===== config.mk =====
export PLATFORM = sky130hd
export DESIGN_NAME = lkg_angle
export DESIGN_NICKNAME = d
export VERILOG_FILES = /design/src/rtl/lkg_pkg.sv /design/src/rtl/lkg_angle.sv
export SDC_FILE = /design/constraint.sdc
export NUM_CORES = 1
export LEC_CHECK = 0
export BUFFER_PORTS_ARGS = -buffer_cell sky130_fd_sc_hd__buf_2
export CAP_MARGIN = 20
export CORE_MARGIN = 3
export CORE_UTILIZATION = 60
export CTS_BUF_LIST = sky130_fd_sc_hd__clkbuf_8
export CTS_CLUSTER_SIZE = 8
export DETAILED_ROUTE_END_ITERATION = 10
export PLACE_DENSITY = 0.81
export SLEW_MARGIN = 10
export SYNTH_ARGS = -nofsm -noshare
export SYNTH_HDL_FRONTEND = slang
export SYNTH_SLANG_ARGS = --single-unit

===== constraint.sdc =====
create_clock -name clk -period 12 [get_ports clk]
set_input_delay 3 -clock clk [delete_from_list [all_inputs] [get_ports clk]]
set_output_delay 3 -clock clk [all_outputs]
set_load 0.1 [all_outputs]

===== src/rtl/lkg_pkg.sv =====
// shared types, constants and cosine coefficients for the lissajous knot generator
package lkg_pkg;

  localparam int PHASE_BITS_DEF = 16;
  localparam int OUT_BITS_DEF   = 16;
  localparam int IN_BITS        = 16;
  localparam int REG_BITS       = 16;
  localparam int ANG_FRAC       = 23;
  localparam int Q_BITS         = 31;
  localparam int HORNER_STEPS   = 6;
  localparam int LATENCY        = 4 + HORNER_STEPS;

  localparam logic [REG_BITS-1:0] RATIO_X_RST  = 16'd768;
  localparam logic [REG_BITS-1:0] RATIO_Y_RST  = 16'd512;
  localparam logic [REG_BITS-1:0] RATIO_Z_RST  = 16'd1792;
  localparam logic [REG_BITS-1:0] OFFSET_X_RST = 16'd7301;
  localparam logic [REG_BITS-1:0] OFFSET_Y_RST = 16'd2086;

  typedef enum logic [2:0] {
    REG_RATIO_X  = 3'd0,
    REG_RATIO_Y  = 3'd1,
    REG_RATIO_Z  = 3'd2,
    REG_OFFSET_X = 3'd3,
    REG_OFFSET_Y = 3'd4
  } reg_index_t;

  // folded angle handed from the angle stage to the cosine stage
  typedef struct packed {
    logic [1:0]        quad;
    logic [Q_BITS-1:0] u;
  } angle_t;

  localparam logic [Q_BITS-1:0] COS_COEF [HORNER_STEPS+1] = '{
    31'd1073741824, 31'd1324675879, 31'd272375560, 31'd22401992,
    31'd987048, 31'd27061, 31'd506
  };

endpackage


===== src/rtl/lkg_angle.sv =====
// phase scaling, offset, turn wrap and quadrant fold for one axis
module lkg_angle #(
  parameter int PHASE_BITS = lkg_pkg::PHASE_BITS_DEF
) (
  input  logic                               clk,
  input  logic                               en,
  input  logic signed [lkg_pkg::IN_BITS-1:0] phase,
  input  logic [lkg_pkg::REG_BITS-1:0]       ratio,
  input  logic [lkg_pkg::REG_BITS-1:0]       offset,
  output lkg_pkg::angle_t                    angle
);

  localparam int FRAC = lkg_pkg::ANG_FRAC;
  localparam logic [PHASE_BITS-2:0] QUARTER = (PHASE_BITS-1)'(1) << (PHASE_BITS-2);

  logic signed [lkg_pkg::REG_BITS:0]                  ratio_s;
  logic signed [lkg_pkg::IN_BITS+lkg_pkg::REG_BITS:0] prod;
  logic [FRAC-1:0]       t_next;
  logic [FRAC-1:0]       t;
  logic [PHASE_BITS-1:0] p;
  logic [1:0]            quad;
  logic [PHASE_BITS-3:0] frac;
  logic [PHASE_BITS-2:0] fold;
  lkg_pkg::angle_t       angle_next;

  assign ratio_s = {1'b0, ratio};
  assign prod    = phase * ratio_s;
  assign t_next  = prod[FRAC-1:0] + {offset, 7'b0};

  always_ff @(posedge clk) begin
    if (en) begin
      t <= t_next;
    end
  end

  generate
    if (PHASE_BITS <= FRAC) begin : g_trunc
      assign p = t[FRAC-1 -: PHASE_BITS];
    end else begin : g_extend
      assign p = {t, {(PHASE_BITS-FRAC){1'b0}}};
    end
  endgenerate

  assign quad = p[PHASE_BITS-1 -: 2];
  assign frac = p[PHASE_BITS-3:0];
  assign fold = quad[0] ? (QUARTER - {1'b0, frac}) : {1'b0, frac};

  assign angle_next.quad = quad;
  assign angle_next.u    = {fold, {(32-PHASE_BITS){1'b0}}};

  always_ff @(posedge clk) begin
    if (en) begin
      angle <= angle_next;
    end
  end

endmodule


==> out/metrics.cfg, run 1 <==
[synth]
synth_area_sq_um = 8700
async_flop_share = 0
synth-main-ff-cell = edfxtp_1
yosys.area.top_type = fa_1
synth_edf_count = 33
synth_area_leaders = fa_1 (40%), edfxtp_1 (11%), inv_1 (11%), ha_1 (11%), and2_1 (8.7%)
netlist_instances = 936
synth_top_area_share = 0.400
synthTopCellsByCount = inv_1 (264), fa_1 (174), and2_1 (121)
seq_area_frac_synth = 0.114
syn_avg_cell_area_sq_um = 9.30
ys_warn_count = 0
ys_types = 42
yosysMostFrequentCell = inv_1
synth_seq_cells = 33

[grt]
grt_pass1_vias = 6477
groute.usage.overall = 0.246
grt_pass1_wl_microns = 31200
antenna_found_initial = 1
overflow = 0
grt_max_degree = 34

[timing]
fmax_ghz = 0.123
tightest_slew_ns = 0.720
clock_skew_ns = 0.00389
final_max_slew_viol_count = 0
hold_viol = 0
finalSetupViolCount = 0
post-route-period-util = 0.677
setup_tns_ns = 0
rsz0062_at_grt = no
relSlewSlack = 0.520
min_period_ns = 8.13

[placement]
portBuffers = 66
place_congestion = 0.860
place_hpwl_microns = 15700
place_inst = 1152

[routing]
drc = 0
vias = 6001
wl_microns = 18600
dr.pass1.iters = 5
vias_per_cell = 5.17
first_iter_violations = 360
post_drt_wl_per_cell_microns = 16.0
postRouteAntennaNets = 0

[finish]
layout-drive-gt1-share = 0.0888
antennaDiodeCount = 0
layoutNonFillerInstCount = 1160
area_growth_syn_to_layout_pct = 5.56
layout.nets = 1279

[floorplan]
row_count = 43
coreArea_sq_um = 14000
start_util = 0.620
dieArea_sq_um = 16000
num_io_pins = 83
fp.dieH_microns = 126
die_w_microns = 126

[min_path]
hold_class = reg2reg

[clocking]
cts_tree = yes
cts_resized = 0
worstSkewPairLatency_ns = 0.28
clk_pin_slew_ns = 0.07
numCtsBuffers = 5
cts_setup_buffers = 0
root_buffer = clkbuf_8
postCtsHoldBufs = 0
cts_buffer_depth = 2
cts_max_level = 2
cts_sinks = 33

[setup_path]
critical_path_peak_fanout = 16
path_class = in2reg
cpMaxStageDelayCell = fa_1
critPathCaptureType = register
cp-start-kind = primary input
crit_required_ns = 12.16
crit_family = adder cells
worst-path-buf-inv = 5
max_stage_delay_ns = 0.53
cpMostUsedCell = fa_1
arrival_ns = 8.29
crit_path_cell_trace = buf_2 -> and2_1 -> fa_1 -> inv_1 -> fa_1 -> fa_1 -> inv_1 -> fa_1 -> fa_1 -> inv_1 -> fa_1 -> inv_1 -> ha_1 -> o21a_1 -> o21a_1 -> o21ai_0 -> o31a_2 -> o21ai_1 -> or3_1 -> nand2_1

[status]
status = finished clean

[run]
cap_violations = 0

==> path summary, 6_finish.rpt <==
kind,startpoint,end,slack (ns),cells after the start
setup / recovery,phase[1],t[22],3.87,20
hold / removal,t[22],angle[32],0.43,0
setup reg to reg,t[8],angle[28],9.90,7
hold reg to reg,t[22],angle[32],0.43,0
==> sequential cells by signal, summed over array words and instances, names as in the netlist <==
register and count:
angle 17, t 16
==> per-stage QoR <==
| stage | instance area, sq um | worst slack, ns | hold slack, ns | utilization |
|---|---|---|---|---|
| 4_1_cts | 9190 | 3.87 | 0.432 | 0.654 |
| 2_1_floorplan | 8760 | 3.89 | 0.400 | - |
| 5_1_grt | 9190 | 3.72 | 0.458 | 0.654 |
| 6_report | 9190 | 3.87 | 0.431 | 0.654 |
| 3_3_place_gp | 9080 | 3.71 | 0.409 | 0.647 |
| 3_5_place_dp | 9080 | 3.56 | 0.415 | 0.647 |
==> per-layer routing <==
metal | GRT usage | up-vias | wire [microns]
met1 | 0.317 | 2983 | 7200
met4 | 0.0763 | 2 | 557
met5 | 0 | - | 7
met2 | 0.432 | 219 | 9460
li1 | - | 2752 | -
met3 | 0.0324 | 45 | 1340
==> layout make-up <==
type / instances / area, sq um
sequential: 33 / 991
clock buffer: 5 / 68.8
fill: 1144 / 4860
timing repair buffer: 66 / 330
multi-input combinational: 609 / 6540
tap: 180 / 225
inverter: 264 / 991
clock inverter: 3 / 37.5
==> cell usage in the layout, fill, tap and decap left out, types with 12 or more instances in the layout <==
cell type	Yosys	final
ha_1	76	76
conb_1	1	16
nand2_1	97	97
nor2_1	12	12
and2_1	121	121
xnor2_1	36	36
edfxtp_1	33	33
buf_2	1	66
fa_1	174	174
inv_1	264	265
==> cell families (layout without fill, tap and decap cells) <==
family / count (synthesis) / after routing / synth area share
DFF: 33 / 33 / 0.114
xor gates and xnor gates: 47 / 47 / 0.0490
adders and majority gates: 250 / 250 / 0.510
other: 1 / 16 / 0.000431
buffers and inverters: 309 / 338 / 0.141
AOI/OAI and AO/OA: 36 / 36 / 0.0303
and+or+nand+nor: 260 / 260 / 0.156
Power of run 1 is not shown: default switching activity piles up to over one toggle a cycle in this logic, so the estimate is an artifact.
==> inputs of run 2 (changes only) <==
--- a/config.mk
+++ b/config.mk
@@ -8,11 +8,11 @@
 export BUFFER_PORTS_ARGS = -buffer_cell sky130_fd_sc_hd__buf_2
 export CAP_MARGIN = 20
 export CORE_MARGIN = 3
-export CORE_UTILIZATION = 60
+export CORE_UTILIZATION = 57
 export CTS_BUF_LIST = sky130_fd_sc_hd__clkbuf_8
 export CTS_CLUSTER_SIZE = 8
 export DETAILED_ROUTE_END_ITERATION = 10
-export PLACE_DENSITY = 0.81
+export PLACE_DENSITY = 0.8
 export SLEW_MARGIN = 10
 export SYNTH_ARGS = -nofsm -noshare
 export SYNTH_HDL_FRONTEND = slang
==> constraint.sdc (replaced) <==
create_clock -name clk -period 7.34 [get_ports clk]
set_input_delay 1.835 -clock clk [delete_from_list [all_inputs] [get_ports clk]]
set_output_delay 1.835 -clock clk [all_outputs]
set_load 0.1 [all_outputs]
==> out/metrics.cfg, run 2 (synthesis gave the netlist of run 1 again) <==
[clocking]
cts_resized = 0  ; unchanged
postCtsHoldBufs = 0  ; unchanged
cts_setup_buffers = 0  ; unchanged
clk_pin_slew_ns = 0.06  ; was 0.07 ns
cts_tree = yes  ; unchanged
cts_buffer_depth = 2  ; unchanged
cts_sinks = 33  ; unchanged
numCtsBuffers = 5  ; unchanged
worstSkewPairLatency_ns = 0.28  ; about the same
cts_max_level = 2  ; unchanged
root_buffer = clkbuf_8  ; unchanged

[finish]
antennaDiodeCount = 0  ; unchanged
stdcell_area_sq_um = 9210  ; was 9190 sq um
most-common-layout-cells = inv_1 (267), fa_1 (174), and2_1 (121)  ; was inv_1 (265), fa_1 (174), and2_1 (121)
layoutNonFillerInstCount = 1170  ; was 1160
fillers = 1230  ; was 1144
largest-register = angle  ; unchanged
multiInputGateArea_sq_um = 6540  ; unchanged
largest_reg_flops = 17  ; unchanged
layout_commonest_cell = inv_1  ; unchanged
area_growth_syn_to_layout_pct = 5.84  ; was 5.56%
seqCellArea_sq_um = 991  ; unchanged
reg_top3 = angle: 17 flops, t: 16 flops  ; unchanged
layout.nets = 1285  ; was 1279
layout-drive-gt1-share = 0.0933  ; was 0.0888

[timing]
finalSetupViolCount = 0  ; unchanged
setup_tns_ns = 0  ; unchanged
fmax_ghz = 0.144
clock_skew_ns = 0.00446  ; was 0.00389 ns
hold_viol = 0  ; unchanged
post-route-period-util = 0.947
rsz0062_at_grt = no  ; unchanged
final_max_slew_viol_count = 0  ; unchanged
min_period_ns = 6.95
relSlewSlack = 0.538  ; was 0.520
holdWs_ns = 0.425  ; was 0.431 ns
tightest_slew_ns = 0.693  ; was 0.720 ns

[setup_path]
r2r_slack_ns = 5.29  ; was 9.90 ns
path_class = in2reg  ; unchanged
critical_path_peak_fanout = 16  ; unchanged
arrival_ns = 6.98  ; was 8.29 ns
rr_endpoint = angle[28]  ; unchanged
crit_family = adder cells  ; unchanged
crit_required_ns = 7.37  ; was 12.16 ns
critPathCaptureType = register  ; unchanged
crit_path_cell_trace = buf_2 -> and2_1 -> fa_1 -> inv_1 -> fa_1 -> fa_1 -> fa_1 -> inv_1 -> fa_1 -> inv_1 -> fa_1 -> inv_1 -> ha_1 -> o21a_1 -> nor2_1 -> o21ba_2 -> or3_4 -> o21bai_4 -> a21oi_2 -> xnor2_1  ; was buf_2 -> and2_1 -> fa_1 -> inv_1 -> fa_1 -> fa_1 -> inv_1 -> fa_1 -> fa_1 -> inv_1 -> fa_1 -> inv_1 -> ha_1 -> o21a_1 -> o21a_1 -> o21ai_0 -> o31a_2 -> o21ai_1 -> or3_1 -> nand2_1
cpMostUsedCell = fa_1  ; unchanged
r2r_start = t[7]  ; was t[8]
cpMaxStageDelayCell = fa_1  ; unchanged
worst-path-buf-inv = 5  ; unchanged
cp-start-kind = primary input  ; unchanged
ff2ff_path_depth = 7  ; unchanged
max_stage_delay_ns = 0.56  ; was 0.53 ns

[run]
cap_violations = 0  ; unchanged

[status]
status = finished clean  ; unchanged

[routing]
drc = 0  ; unchanged
dr.pass1.iters = 5  ; unchanged
first_iter_violations = 372  ; was 360
vias_per_cell = 5.22  ; was 5.17
vias = 6108  ; was 6001
postRouteAntennaNets = 0  ; unchanged
post_drt_wl_per_cell_microns = 15.8  ; was 16.0 microns
wl_microns = 18500  ; was 18600 microns

[grt]
grt_max_degree = 34  ; unchanged
overflow = 0  ; unchanged
groute.usage.overall = 0.237  ; was 0.246
grt_pass1_vias = 6522  ; was 6477
grt_pass1_wl_microns = 31400  ; was 31200 microns
antenna_found_initial = 0  ; was 1

[floorplan]
dieArea_sq_um = 16800  ; was 16000 sq um
start_util = 0.590  ; was 0.620
fp.dieH_microns = 130  ; was 126 microns
num_io_pins = 83  ; unchanged
die_w_microns = 130  ; was 126 microns
row_count = 44  ; was 43
coreArea_sq_um = 14800  ; was 14000 sq um

[placement]
portBuffers = 66  ; unchanged
place_congestion = 0.878  ; was 0.860
place_inst = 1162  ; was 1152
postPlaceCellArea_sq_um = 9130  ; was 9080 sq um
place_hpwl_microns = 15700  ; about the same

[min_path]
hold_class = reg2reg  ; unchanged
worstHoldStart = t[22]  ; unchanged
whs_endpoint = angle[32]  ; unchanged
min_path_cells = 0  ; unchanged

run 2: changes by cell type in the layout (fill, tap and decap cells not counted), sizes merged:
cell    change
clkinv      -1
buf         +6
inv         +2
bufinv      -1
run 2: per-stage QoR:
stage	utilization	setup slack [ns]
after global routing	0.624	0.188
after floorplan	-	0.395
after global placement	0.619	0.209
after CTS	0.624	0.398
final	0.624	0.388
after detailed placement	0.619	0.0562
run 2: area by class of cell:
type | instances | area share
inverter | 264 | 0.108
timing repair buffer | 72 | 0.0408
tap | 184 | 0.0250
clock buffer | 5 | 0.00747
clock inverter | 3 | 0.00122
multi-input combinational | 609 | 0.710
sequential | 33 | 0.108
run 2: worst max path at each step:
| stage | from | end | slack, ns | cells past startpoint |
|---|---|---|---|---|
| floorplan | phase[1] | t[17] | 0.40 | 20 |
| global placement | ratio[11] | t[22] | 0.21 | 20 |
| detailed placement | phase[1] | t[17] | 0.06 | 20 |
| CTS | phase[1] | t[17] | 0.40 | 20 |
| global route | phase[1] | t[22] | 0.19 | 20 |
| finish | phase[1] | t[17] | 0.39 | 20 |
run 2: per-layer routing:
layer / part of all wire / up-vias / global-route usage
li1: - / 2764 / -
met1: 0.40 / 3055 / 0.309
met2: 0.50 / 258 / 0.421
met3: 0.075 / 31 / 0.0256
met4: 0.024 / 0 / 0.0678
met5: 0 / - / 0
Power of run 2 is left out for the same reason.
==> inputs of run 3 (changes only) <==
--- a/config.mk
+++ b/config.mk
@@ -8,11 +8,11 @@
 export BUFFER_PORTS_ARGS = -buffer_cell sky130_fd_sc_hd__buf_2
 export CAP_MARGIN = 20
 export CORE_MARGIN = 3
-export CORE_UTILIZATION = 57
+export CORE_UTILIZATION = 60
 export CTS_BUF_LIST = sky130_fd_sc_hd__clkbuf_8
 export CTS_CLUSTER_SIZE = 8
 export DETAILED_ROUTE_END_ITERATION = 10
-export PLACE_DENSITY = 0.8
+export PLACE_DENSITY = 0.81
 export SLEW_MARGIN = 10
 export SYNTH_ARGS = -nofsm -noshare
 export SYNTH_HDL_FRONTEND = slang
==> constraint.sdc (replaced) <==
create_clock -name clk -period 6.9 [get_ports clk]
set_input_delay 1.725 -clock clk [delete_from_list [all_inputs] [get_ports clk]]
set_output_delay 1.725 -clock clk [all_outputs]
set_load 0.1 [all_outputs]
==> out/metrics.cfg, run 3 (synthesis gave the netlist of run 1 again) <==
[status]
status = finished clean  ; unchanged

[finish]
largest_reg_flops = 17  ; unchanged
largest-register = angle  ; unchanged
area_growth_syn_to_layout_pct = 9.39  ; was 5.84%
reg_top3 = angle: 17 flops, t: 16 flops  ; unchanged
antennaDiodeCount = 0  ; unchanged
layout-drive-gt1-share = 0.133  ; was 0.0933
layout_commonest_cell = inv_1  ; unchanged
most-common-layout-cells = inv_1 (264), fa_1 (172), and2_1 (118)  ; was inv_1 (267), fa_1 (174), and2_1 (121)
stdcell_area_sq_um = 9520  ; was 9210 sq um
layout.nets = 1320  ; was 1285

[clocking]
cts_max_level = 2  ; unchanged
worstSkewPairLatency_ns = 0.28  ; about the same
cts_resized = 0  ; unchanged
numCtsBuffers = 5  ; unchanged
cts_sinks = 33  ; unchanged
clk_pin_slew_ns = 0.06  ; about the same
root_buffer = clkbuf_8  ; unchanged
cts_setup_buffers = 0  ; unchanged
cts_buffer_depth = 2  ; unchanged
postCtsHoldBufs = 0  ; unchanged
cts_tree = yes  ; unchanged

[routing]
drc = 0  ; unchanged
wl_microns = 18600  ; was 18500 microns
dr.pass1.iters = 5  ; unchanged
vias_per_cell = 5.09  ; was 5.22
postRouteAntennaNets = 0  ; unchanged
post_drt_wl_per_cell_microns = 15.5  ; was 15.8 microns
vias = 6114  ; was 6108
first_iter_violations = 326  ; was 372

[setup_path]
critPathCaptureType = register  ; unchanged
ff2ff_path_depth = 7  ; unchanged
cpMostUsedCell = fa_1  ; unchanged
cp-start-kind = primary input  ; unchanged
max_stage_delay_ns = 0.59  ; was 0.56 ns
crit_required_ns = 7.05  ; was 7.37 ns
cpMaxStageDelayCell = fa_1  ; unchanged
endpoint = t[22]  ; was t[17]
crit_family = adder cells  ; unchanged
cp-startpoint = ratio[7]  ; was phase[1]
path_class = in2reg  ; unchanged
rr_endpoint = angle[28]  ; unchanged
worst-path-buf-inv = 5  ; unchanged
arrival_ns = 6.81  ; was 6.98 ns
cp_num_cells = 20  ; unchanged
critical_path_peak_fanout = 11  ; was 16
r2r_start = t[8]  ; was t[7]
r2r_slack_ns = 4.80  ; was 5.29 ns
crit_path_cell_trace = buf_2 -> buf_4 -> nand2_1 -> fa_1 -> inv_1 -> fa_1 -> fa_1 -> fa_1 -> fa_1 -> inv_1 -> fa_1 -> inv_1 -> ha_1 -> a21o_1 -> a21o_1 -> a21oi_1 -> o31a_2 -> o21ai_2 -> or3_1 -> nand2_1  ; was buf_2 -> and2_1 -> fa_1 -> inv_1 -> fa_1 -> fa_1 -> fa_1 -> inv_1 -> fa_1 -> inv_1 -> fa_1 -> inv_1 -> ha_1 -> o21a_1 -> nor2_1 -> o21ba_2 -> or3_4 -> o21bai_4 -> a21oi_2 -> xnor2_1

[floorplan]
start_util = 0.620  ; was 0.590
dieArea_sq_um = 16000  ; was 16800 sq um
die_w_microns = 126  ; was 130 microns
fp.dieH_microns = 126  ; was 130 microns
coreArea_sq_um = 14000  ; was 14800 sq um
row_count = 43  ; was 44
num_io_pins = 83  ; unchanged

[placement]
place_hpwl_microns = 16000  ; was 15700 microns
portBuffers = 66  ; unchanged
place_congestion = 0.922  ; was 0.878
postPlaceCellArea_sq_um = 9390  ; was 9130 sq um

[grt]
grt_max_degree = 34  ; unchanged
grt_pass1_vias = 6636  ; was 6522
groute.usage.overall = 0.246  ; was 0.237
overflow = 0  ; unchanged
antenna_found_initial = 0  ; unchanged
grt_pass1_wl_microns = 31500  ; was 31400 microns

[run]
cap_violations = 0  ; unchanged

[timing]
min_period_ns = 6.66
relSlewSlack = 0.527  ; was 0.538
clock_skew_ns = 0.00316  ; was 0.00446 ns
post-route-period-util = 0.966
finalSetupViolCount = 0  ; unchanged
holdWs_ns = 0.428  ; was 0.425 ns
final_max_slew_viol_count = 0  ; unchanged
tightest_slew_ns = 0.709  ; was 0.693 ns
fmax_ghz = 0.150
hold_viol = 0  ; unchanged

[min_path]
hold_class = reg2reg  ; unchanged
worstHoldStart = t[22]  ; unchanged

## run 3: worst min-delay path by stage
stage,to,slack (ns),depth (start not counted)
floorplan,angle[32],0.40,0
global placement,angle[32],0.41,0
detailed placement,angle[32],0.43,0
CTS,angle[32],0.44,0
global route,angle[32],0.44,0
finish,angle[32],0.43,0
## run 3: per-stage QoR
step           setup WS, ns  utilization   TNS, ns  instances
2_1_floorplan        0.0654            -         0        951
3_3_place_gp       -0.00956        0.669   -0.0130       1193
3_5_place_dp         -0.127        0.669    -0.578       1193
4_1_cts               0.173        0.674         0       1201
5_1_grt            -0.00469        0.678  -0.00587       1201
6_report              0.237        0.678         0       1201
## run 3: per-layer routing
metal | vias to the layer above | GRT usage | routed length [microns]
li1 | 2836 | - | -
met1 | 3003 | 0.320 | 7400
met2 | 240 | 0.438 | 9400
met3 | 35 | 0.0345 | 1360
met4 | 0 | 0.0618 | 397
met5 | - | 0 | 0
## run 3: cell type report
type,count,area [sq um]
Fill cell,1100,4520
Clock inverter,3,12.5
Multi-Input combinational cell,609,6580
Inverter,264,991
Clock buffer,5,68.8
Tap cell,180,225
Timing Repair Buffer,107,648
Sequential cell,33,991
Power of run 3 is left out for the same reason.
